<file path="config.mk">
export PLATFORM = sky130hd
export DESIGN_NAME = spot_motion_speed_bargraph
export DESIGN_NICKNAME = d
export VERILOG_FILES = /design/src/spm_pkg.sv /design/src/spm_apb.sv /design/src/spm_mul.sv /design/src/spm_sqrt.sv /design/src/spot_motion_speed_bargraph.sv
export SDC_FILE = /design/constraint.sdc
export NUM_CORES = 1
export LEC_CHECK = 0
export BUFFER_PORTS_ARGS = -buffer_cell sky130_fd_sc_hd__buf_4
export CAP_MARGIN = 0
export CORE_UTILIZATION = 23
export CTS_BUF_LIST = sky130_fd_sc_hd__clkbuf_4 sky130_fd_sc_hd__clkbuf_8 sky130_fd_sc_hd__clkbuf_16
export DETAILED_ROUTE_END_ITERATION = 10
export GPL_TIMING_DRIVEN = 0
export SLEW_MARGIN = 0
export SYNTH_ARGS = -nofsm -noshare
export SYNTH_HDL_FRONTEND = slang
export SYNTH_SLANG_ARGS = --single-unit
</file>
<file path="constraint.sdc">
create_clock -name aclk -period 9.6 [get_ports aclk]
set_input_delay 0.96 -clock aclk [delete_from_list [all_inputs] [get_ports aclk]]
set_output_delay 0.96 -clock aclk [all_outputs]
set_load 0.01 [all_outputs]
</file>
<file path="src/spm_pkg.sv">
// ----------------------------------------------------------------------------
// spm_pkg
// Shared widths, constants and helper functions for the spot motion speed
// bargraph block.
// ----------------------------------------------------------------------------
package spm_pkg;

    // coordinate and bar sizes
    localparam int COORD_BITS = 10;
    localparam int BAR_LEDS   = 18;

    // distance and square root widths
    localparam int ROOT_W    = COORD_BITS + 1;
    localparam int RAD_W     = 2 * ROOT_W;
    localparam int SQ_CNT_W  = $clog2(ROOT_W + 1);
    localparam int DIST10_W  = ROOT_W + 4;

    // shared multiplier operand width
    localparam int MUL_W = DIST10_W + 1;
    localparam int PROD_W = 2 * MUL_W;

    // readout scaling: floor(d*10/31) by reciprocal multiply
    localparam longint SPEED_SCALE = 64'd10000000;
    localparam longint SPEED_DIV   = 64'd31;
    localparam longint BAR_BASE    = 64'd6000000;
    localparam longint BAR_STEP    = 64'd2500000;
    localparam int     READ_SHIFT  = DIST10_W + 5;
    localparam longint READ_MULT   = ((64'd1 << READ_SHIFT) + SPEED_DIV - 64'd1) / SPEED_DIV;

    // readout field
    localparam int READOUT_W   = 9;
    localparam int READ_RAW_W  = PROD_W - READ_SHIFT;
    localparam int READOUT_MAX = (1 << READOUT_W) - 1;

    // configuration port
    localparam int             PADDR_W      = 3;
    localparam int             PDATA_W      = 32;
    localparam int             DEADBAND_W   = 8;
    localparam logic           REG_DEADBAND = 1'b0;
    localparam logic [DEADBAND_W-1:0] DEADBAND_RST = 8'd9;

    // position after reset
    localparam logic [COORD_BITS-1:0] LAST_X_RST = COORD_BITS'(619);
    localparam logic [COORD_BITS-1:0] LAST_Y_RST = COORD_BITS'(459);

    // smallest distance d that reaches bar threshold k:
    // floor(d*SCALE/31) >= T(k)  <=>  d >= ceil(31*T(k)/SCALE)
    function automatic longint bar_thr(input int k);
        longint t;
        t = BAR_BASE + BAR_STEP * longint'(k);
        return (SPEED_DIV * t + SPEED_SCALE - 64'd1) / SPEED_SCALE;
    endfunction

endpackage

</file>
<file path="src/spm_apb.sv">
// ----------------------------------------------------------------------------
// spm_apb
// Configuration register file holding the movement deadband.
// ----------------------------------------------------------------------------
module spm_apb
    import spm_pkg::*;
(
    input  logic                  aclk,
    input  logic                  aresetn,
    input  logic                  psel,
    input  logic                  penable,
    input  logic                  pwrite,
    input  logic [PADDR_W-1:0]    paddr,
    input  logic [PDATA_W-1:0]    pwdata,
    output logic [PDATA_W-1:0]    prdata,
    output logic                  pready,
    output logic [DEADBAND_W-1:0] deadband
);

    logic [DEADBAND_W-1:0] deadband_reg;
    logic                  reg_sel;

    // word index of the access
    assign reg_sel = (paddr[PADDR_W-1] == REG_DEADBAND);

    // register write
    always_ff @(posedge aclk) begin
        if (!aresetn) begin
            deadband_reg <= DEADBAND_RST;
        end else if (psel && penable && pwrite && reg_sel) begin
            deadband_reg <= pwdata[DEADBAND_W-1:0];
        end
    end

    // read back
    assign prdata   = reg_sel ? PDATA_W'(deadband_reg) : '0;
    assign pready   = 1'b1;
    assign deadband = deadband_reg;

endmodule

</file>
<file path="src/spm_mul.sv">
// ----------------------------------------------------------------------------
// spm_mul
// Shared unsigned multiplier with a registered product.
// ----------------------------------------------------------------------------
module spm_mul
    import spm_pkg::*;
(
    input  logic              aclk,
    input  logic [MUL_W-1:0]  mul_a,
    input  logic [MUL_W-1:0]  mul_b,
    output logic [PROD_W-1:0] mul_p
);

    logic [PROD_W-1:0] prod_reg;

    // registered product
    always_ff @(posedge aclk) begin
        prod_reg <= mul_a * mul_b;
    end

    assign mul_p = prod_reg;

endmodule

</file>
<file path="src/spm_sqrt.sv">
// ----------------------------------------------------------------------------
// spm_sqrt
// Restoring integer square root, one result bit per cycle.
// ----------------------------------------------------------------------------
module spm_sqrt
    import spm_pkg::*;
(
    input  logic              aclk,
    input  logic              aresetn,
    input  logic              start,
    input  logic [RAD_W-1:0]  radicand,
    output logic              done,
    output logic [ROOT_W-1:0] root
);

    localparam int REM_W = ROOT_W + 2;

    logic [RAD_W-1:0]    rad_reg;
    logic [REM_W-1:0]    rem_reg;
    logic [ROOT_W-1:0]   root_reg;
    logic [SQ_CNT_W-1:0] cnt_reg;
    logic                run_reg;
    logic                done_reg;

    logic [REM_W-1:0] rem_sh;
    logic [REM_W-1:0] trial;
    logic             fits;

    // bring down two radicand bits and try the next root bit
    assign rem_sh = {rem_reg[REM_W-3:0], rad_reg[RAD_W-1 -: 2]};
    assign trial  = {root_reg, 2'b01};
    assign fits   = (rem_sh >= trial);

    // iteration control
    always_ff @(posedge aclk) begin
        if (!aresetn) begin
            run_reg  <= 1'b0;
            done_reg <= 1'b0;
            cnt_reg  <= '0;
        end else begin
            if (start) begin
                run_reg  <= 1'b1;
                cnt_reg  <= '0;
                done_reg <= 1'b0;
            end else if (run_reg) begin
                cnt_reg <= cnt_reg + 1'b1;
                if (cnt_reg == SQ_CNT_W'(ROOT_W - 1)) begin
                    run_reg  <= 1'b0;
                    done_reg <= 1'b1;
                end else begin
                    done_reg <= 1'b0;
                end
            end else begin
                done_reg <= 1'b0;
            end
        end
    end

    // datapath
    always_ff @(posedge aclk) begin
        if (start) begin
            rad_reg  <= radicand;
            rem_reg  <= '0;
            root_reg <= '0;
        end else if (run_reg) begin
            rad_reg  <= {rad_reg[RAD_W-3:0], 2'b00};
            rem_reg  <= fits ? rem_sh - trial : rem_sh;
            root_reg <= {root_reg[ROOT_W-2:0], fits};
        end
    end

    assign done = done_reg;
    assign root = root_reg;

    // done only follows a running iteration
    a_done_after_run: assert property (@(posedge aclk) disable iff (!aresetn)
        done_reg |-> $past(run_reg))
        else $error("sqrt done without a running iteration");

    // no restart while iterating
    a_no_restart: assert property (@(posedge aclk) disable iff (!aresetn)
        run_reg |-> !start)
        else $error("sqrt restarted while busy");

    // iteration count stays in range
    a_cnt_range: assert property (@(posedge aclk) disable iff (!aresetn)
        run_reg |-> (cnt_reg < SQ_CNT_W'(ROOT_W)))
        else $error("sqrt step count out of range");

endmodule

</file>
<file path="src/spot_motion_speed_bargraph.sv">
// ----------------------------------------------------------------------------
// spot_motion_speed_bargraph
// Light spot motion detector with distance, speed readout and LED bar.
// ----------------------------------------------------------------------------
// One request at a time. A sample inside the deadband on both axes goes from
// the axis differences straight to the output register. A moving sample
// passes these steps in order: the axis differences, two passes through the
// shared multiplier for dx*dx and dy*dy, the start of the root, the bit-serial
// square root unit (one distance bit per cycle), the wait for it to finish,
// one more multiplier pass for the readout scaling, the latch of readout and
// bar, then the output register. A new request is taken once the previous
// result sits in the output register, even if it is not yet taken; a result
// still waiting there adds its stall cycles. The readout and the bar hold their
// values until the next movement; the bar reads zero before the first movement.
module spot_motion_speed_bargraph
    import spm_pkg::*;
(
    input  logic                  aclk,
    input  logic                  aresetn,
    // configuration
    input  logic                  psel,
    input  logic                  penable,
    input  logic                  pwrite,
    input  logic [PADDR_W-1:0]    paddr,
    input  logic [PDATA_W-1:0]    pwdata,
    output logic [PDATA_W-1:0]    prdata,
    output logic                  pready,
    // sample requests
    input  logic                  s_valid,
    output logic                  s_ready,
    input  logic [COORD_BITS-1:0] s_x_sample,
    input  logic [COORD_BITS-1:0] s_y_sample,
    // results
    output logic                  m_valid,
    input  logic                  m_ready,
    output logic                  m_moved,
    output logic [READOUT_W-1:0]  m_speed_readout,
    output logic [BAR_LEDS-1:0]   m_led_bar,
    output logic [COORD_BITS-1:0] m_x_echo,
    output logic [COORD_BITS-1:0] m_y_echo
);

    typedef enum logic [3:0] {
        ST_IDLE,
        ST_DIFF,
        ST_MULX,
        ST_MULY,
        ST_ADD,
        ST_ROOT,
        ST_SCALE,
        ST_READ,
        ST_OUT
    } state_t;

    state_t state_reg;

    logic [DEADBAND_W-1:0] deadband;

    logic [COORD_BITS-1:0] x_reg, y_reg;
    logic [COORD_BITS-1:0] last_x_reg, last_y_reg;
    logic [COORD_BITS-1:0] dx_reg, dy_reg;
    logic                  moved_reg;
    logic [RAD_W-1:0]      sum_reg;
    logic [READOUT_W-1:0]  held_readout_reg;
    logic [BAR_LEDS-1:0]   held_bar_reg;
    logic [BAR_LEDS-1:0]   bar_next_reg;

    logic                  m_valid_reg;
    logic                  m_moved_reg;
    logic [READOUT_W-1:0]  m_readout_reg;
    logic [BAR_LEDS-1:0]   m_bar_reg;
    logic [COORD_BITS-1:0] m_x_reg, m_y_reg;

    logic [COORD_BITS-1:0] dx_next, dy_next;
    logic                  moved_next;
    logic [MUL_W-1:0]      mul_a, mul_b;
    logic [PROD_W-1:0]     mul_p;
    logic [MUL_W-1:0]      dist10;
    logic [READ_RAW_W-1:0] read_raw;
    logic [READOUT_W-1:0]  readout_next;
    logic [BAR_LEDS-1:0]   bar_next;
    logic                  sq_start;
    logic                  sq_done;
    logic [ROOT_W-1:0]     sq_root;
    logic                  out_free;

    // configuration registers
    spm_apb u_apb (
        .aclk     (aclk),
        .aresetn  (aresetn),
        .psel     (psel),
        .penable  (penable),
        .pwrite   (pwrite),
        .paddr    (paddr),
        .pwdata   (pwdata),
        .prdata   (prdata),
        .pready   (pready),
        .deadband (deadband)
    );

    // shared multiplier
    spm_mul u_mul (
        .aclk  (aclk),
        .mul_a (mul_a),
        .mul_b (mul_b),
        .mul_p (mul_p)
    );

    // distance square root
    spm_sqrt u_sqrt (
        .aclk     (aclk),
        .aresetn  (aresetn),
        .start    (sq_start),
        .radicand (sum_reg + RAD_W'(mul_p)),
        .done     (sq_done),
        .root     (sq_root)
    );

    // per-axis distance and deadband test
    assign dx_next    = (x_reg >= last_x_reg) ? x_reg - last_x_reg : last_x_reg - x_reg;
    assign dy_next    = (y_reg >= last_y_reg) ? y_reg - last_y_reg : last_y_reg - y_reg;
    assign moved_next = (dx_next >= COORD_BITS'(deadband)) ||
                        (dy_next >= COORD_BITS'(deadband));

    // multiplier operand select
    assign dist10 = (MUL_W'(sq_root) << 3) + (MUL_W'(sq_root) << 1);
    always_comb begin
        mul_a = '0;
        mul_b = '0;
        case (state_reg)
            ST_MULX: begin
                mul_a = MUL_W'(dx_reg);
                mul_b = MUL_W'(dx_reg);
            end
            ST_MULY: begin
                mul_a = MUL_W'(dy_reg);
                mul_b = MUL_W'(dy_reg);
            end
            ST_SCALE: begin
                mul_a = dist10;
                mul_b = MUL_W'(READ_MULT);
            end
            default: begin
                mul_a = '0;
                mul_b = '0;
            end
        endcase
    end

    // thermometer bar from the distance
    always_comb begin
        bar_next    = '0;
        bar_next[0] = 1'b1;
        for (int k = 0; k < BAR_LEDS - 1; k++) begin
            bar_next[k+1] = (64'(sq_root) >= bar_thr(k));
        end
    end

    // readout from the scaled product, saturated
    assign read_raw     = mul_p[PROD_W-1:READ_SHIFT];
    assign readout_next = (read_raw > READ_RAW_W'(READOUT_MAX)) ?
                          READOUT_W'(READOUT_MAX) : READOUT_W'(read_raw);

    assign sq_start = (state_reg == ST_ADD);
    assign out_free = !m_valid_reg || m_ready;
    assign s_ready  = (state_reg == ST_IDLE);

    // sequencer and held state
    always_ff @(posedge aclk) begin
        if (!aresetn) begin
            state_reg        <= ST_IDLE;
            last_x_reg       <= LAST_X_RST;
            last_y_reg       <= LAST_Y_RST;
            held_readout_reg <= '0;
            held_bar_reg     <= '0;
            m_valid_reg      <= 1'b0;
        end else begin
            if (state_reg == ST_OUT && out_free) begin
                m_valid_reg <= 1'b1;
            end else if (m_valid_reg && m_ready) begin
                m_valid_reg <= 1'b0;
            end
            case (state_reg)
                ST_IDLE: begin
                    if (s_valid) begin
                        state_reg <= ST_DIFF;
                    end
                end
                ST_DIFF: begin
                    state_reg <= moved_next ? ST_MULX : ST_OUT;
                end
                ST_MULX: begin
                    state_reg <= ST_MULY;
                end
                ST_MULY: begin
                    state_reg <= ST_ADD;
                end
                ST_ADD: begin
                    state_reg <= ST_ROOT;
                end
                ST_ROOT: begin
                    if (sq_done) begin
                        state_reg <= ST_SCALE;
                    end
                end
                ST_SCALE: begin
                    state_reg <= ST_READ;
                end
                ST_READ: begin
                    held_readout_reg <= readout_next;
                    held_bar_reg     <= bar_next_reg;
                    last_x_reg       <= x_reg;
                    last_y_reg       <= y_reg;
                    state_reg        <= ST_OUT;
                end
                ST_OUT: begin
                    if (out_free) begin
                        state_reg <= ST_IDLE;
                    end
                end
                default: begin
                    state_reg <= ST_IDLE;
                end
            endcase
        end
    end

    // payload registers
    always_ff @(posedge aclk) begin
        if (s_valid && s_ready) begin
            x_reg <= s_x_sample;
            y_reg <= s_y_sample;
        end
        if (state_reg == ST_DIFF) begin
            dx_reg    <= dx_next;
            dy_reg    <= dy_next;
            moved_reg <= moved_next;
        end
        if (state_reg == ST_MULY) begin
            sum_reg <= RAD_W'(mul_p);
        end
        if (state_reg == ST_SCALE) begin
            bar_next_reg <= bar_next;
        end
        if (state_reg == ST_OUT && out_free) begin
            m_moved_reg   <= moved_reg;
            m_readout_reg <= held_readout_reg;
            m_bar_reg     <= held_bar_reg;
            m_x_reg       <= x_reg;
            m_y_reg       <= y_reg;
        end
    end

    assign m_valid         = m_valid_reg;
    assign m_moved         = m_moved_reg;
    assign m_speed_readout = m_readout_reg;
    assign m_led_bar       = m_bar_reg;
    assign m_x_echo        = m_x_reg;
    assign m_y_echo        = m_y_reg;

    // an accepted request makes the block busy
    a_busy_after_accept: assert property (@(posedge aclk) disable iff (!aresetn)
        (s_valid && s_ready) |=> !s_ready)
        else $error("block still ready after a request was accepted");

    // a moving result always lights at least one led
    a_moved_lights_bar: assert property (@(posedge aclk) disable iff (!aresetn)
        (m_valid_reg && m_moved_reg) |-> m_bar_reg[0])
        else $error("movement result with an empty bar");

    // the bar is a thermometer code
    a_bar_thermo: assert property (@(posedge aclk) disable iff (!aresetn)
        m_valid_reg |-> (((m_bar_reg + BAR_LEDS'(1)) & m_bar_reg) == '0))
        else $error("led bar is not a thermometer code");

    // the root finishes only while the sequencer waits for it
    a_root_done_state: assert property (@(posedge aclk) disable iff (!aresetn)
        sq_done |-> (state_reg == ST_ROOT))
        else $error("square root finished outside its wait state");

endmodule
</file>
==> flow_summary_export.csv <==
group,metric,value,unit
timing,setup_viol,0,
power,finalPower,4.12,mW
floorplan,rows,104,
cells_and_area,seq_area,6890,um2
power,ir_drop,0.000117,V
yosys,ys_async_sr_fraction,0,%
clocking,cts_buffers,34,
route,detail_route.iter0.violations,749,
power,sw_frac_of_total,32.8,%
power,leakagePower,9.91,nW
power,powerDensity,184,nW/um2
power,pwr-share-seq,34.5,%
clocking,cts-root-buf,"clkbuf_16",
setup_path,cpPeakStageDelay,0.53,ns
floorplan,core-area,80800,um2
timing,post-route-period-util,92.0,%
cells_and_area,fin_cells,3167,
power,p_clk_share,32.9,%
yosys,yosysTopAreaCell,"edfxtp_1",
setup_path,path_buf_inv,9,
yosys,yosysTopAreaCellShare,23.9,%
clocking,cts_buffer_depth,3,
setup_path,critPathMaxFanout,31,
timing,finalCriticalPeriod,8.83,ns
yosys,netlist_area,18900,um2
clocking,cts_max_level,2,
yosys,avgSynthCellArea,10.0,um2
run,drv_cap,0,
yosys,postSynthCellCount,1884,
clocking,cts.sinks,269,
placed_design,dp_hpwl,35400,um
clocking,clk_pin_slew,0.06,ns
grt,grt_pass1_vias,13400,
timing,slew_violations,0,
cells_and_area,largest_reg_flops,31,
floorplan,start_util,23.3,%
clocking,cts_tree,"yes",
power,pwr-share-comb,32.5,%
timing,slew_headroom,23.7,%
power,intPower,2.76,mW
timing,skew,0.0299,ns
cells_and_area,finalInstanceArea,22400,um2
yosys,ys_ff_latch,269,
grt,antenna_found_initial,0,
min_path,hp-class,"flip-flop to flip-flop",
route,dr_total_vias,13400,
placed_design,dp.cells,3105,
timing,rsz0062_at_grt,"false",
setup_path,crit_family,"adder cells",
floorplan,die_area,83200,um2
placed_design,dpl_cell_area,21200,um2
timing,hold_violations,0,
placed_design,port_buffers,91,
setup_path,worstSetupEndpointType,"flip-flop",
setup_path,required,10.06,ns
cells_and_area,drive_gt1_share,10.0,%
power,switching_power,1.35,mW
route,vias_per_cell,4.24,
yosys,yosysWarnings,0,
setup_path,cpMaxStageDelayCell,"fa_1",
floorplan,io_pins,145,
status,violations,"design-rule violations",
route,drc,1,
floorplan,die_w,288,um
route,drt-wirelength-per-cell,14.2,um
yosys,yosysSeqAreaShare,36.5,%
yosys,synth_edf_count,150,
route,dr.pass1.iters,8,
yosys,synth.distinct_cells,67,
clocking,insertion_delay,0.55,ns
status,status,"complete, but fails checks",
cells_and_area,nets,2473,
route,wl,45000,um
grt,track_usage,11.0,%
grt,grt_max_degree,32,
cells_and_area,area_growth,18.9,%
floorplan,dieHeight,288,um
route,drtAntennaViolNets,0,
timing,worstMarginPinSlew,1.14,ns
yosys,synth_area_leaders,"edfxtp_1 24%, fa_1 14%, ha_1 13%",
cells_and_area,multi_input_area,10900,um2
grt,gr-total-overflow,0,
placed_design,gp_congestion,0.864,
timing,fmax,113,MHz
cells_and_area,n_antenna_cell,0,
cells_and_area,nFillCells,8462,
grt,grt_pass1_wl,72200,um
setup_path,arrival,9.29,ns
setup_path,startpoint_type,"flip-flop",
timing,whs,0.432,ns
yosys,ys.flop_type,"edfxtp_1",
setup_path,critical_path_class,"flip-flop to flip-flop",
==> per-layer routing <==
layer | vias up | wire length [um] | GRT usage [%]
li1 | 6700 | - | -
met1 | 6389 | 21100 | 14.6
met2 | 272 | 20900 | 18.4
met3 | 60 | 1960 | 1.45
met4 | 0 | 1120 | 3.76
met5 | - | 0 | 0
==> what timing repair did <==
action | in CTS | in global routing
buffers inserted | 0 | 0
setup endpoints to repair | 0 | 1
hold buffers | 0 | 0
resized for setup | 0 | 3
==> power groups by stage <==
stage          combinational, mW  sequential, mW  clock (mW)
2_1_floorplan               1.07            1.41           0
3_3_place_gp                1.32            1.44           0
3_5_place_dp                1.33            1.45           0
4_1_cts                     1.34            1.42        1.40
5_1_grt                     1.54            1.44        1.43
6_report                    1.34            1.42        1.36
==> final timing paths <==
check                                      from         endpoint  slack, ns  cells past startpoint
worst max-delay path               state_reg[1]  u_mul.mul_p[27]       0.77                     30
worst min-delay path            held_bar_reg[9]     m_led_bar[9]       0.43                      0
worst max register to register     state_reg[1]  u_mul.mul_p[27]       0.77                     30
worst min register to register  held_bar_reg[9]     m_led_bar[9]       0.43                      0
==> worst register-to-register path: cells and delay by family, from the launching register on <==
family	cells	cell delay (ns)
compound gates	9	2.42
xor+xnor	1	0.14
buf+inv	9	1.69
fa+ha+maj	7	3.39
simple gates	4	0.81
flops	1	0.31
==> cells in the final DEF (no fill, tap or decap), types with 68 or more instances in the layout <==
cell	instances
a21oi_1	80
inv_1	253
ha_1	200
buf_4	119
dfxtp_1	119
edfxtp_1	150
o21ai_0	68
nand2_1	228
nor2_1	107
fa_1	130
==> synthesized netlist by cell type (6+ instances only) <==
| library cell | n |
|---|---|
| inv_1 | 253 |
| nand2_1 | 228 |
| ha_1 | 200 |
| edfxtp_1 | 150 |
| fa_1 | 130 |
| dfxtp_1 | 119 |
| nor2_1 | 107 |
| a21oi_1 | 80 |
| o21ai_0 | 68 |
| xnor2_1 | 51 |
| clkbuf_1 | 46 |
| a21boi_0 | 35 |
| nor3_1 | 32 |
| mux2i_1 | 29 |
| nand3_1 | 28 |
| xor2_1 | 28 |
| a211oi_1 | 27 |
| a21o_1 | 26 |
| buf_4 | 26 |
| o211ai_1 | 21 |
| nand2b_1 | 14 |
| nor2b_1 | 14 |
| and2_1 | 13 |
| o21a_1 | 13 |
| o21bai_1 | 12 |
| a31oi_1 | 9 |
| and3_1 | 9 |
| nor3b_1 | 9 |
| a22o_1 | 7 |
| nor4_1 | 7 |
| o31ai_1 | 6 |
| or2_2 | 6 |
==> kinds of logic after synthesis <==
family | after synthesis | share of synthesized area [%]
other cells | 2 | 0.0398
xor+xnor | 79 | 3.67
mux | 33 | 1.78
fa+ha+maj | 330 | 27.1
flops | 269 | 36.5
compound gates | 346 | 12.0
simple gates | 488 | 11.6
buf+inv | 337 | 7.32
==> final cells by class <==
cell class                 instances  area share [%]
buffer                            82            1.91
clock buffer                      41            4.18
clock inverter                    21            1.16
inverter                         255            4.27
multi-input combinational       1343            48.4
sequential                       269            30.7
tap                             1060            5.91
timing repair buffer              96            3.40
==> metrics by stage <==
stage | setup slack (ns) | setup TNS, ns | utilization [%]
floorplan | 1.69 | 0 | -
global placement | -0.0240 | -0.0240 | 26.1
detailed placement | 0.436 | 0 | 26.3
CTS | 0.348 | 0 | 27.7
global route | 0.102 | 0 | 27.8
finish | 0.771 | 0 | 27.8
No activity file was read; power rests on OpenSTA's default activity.
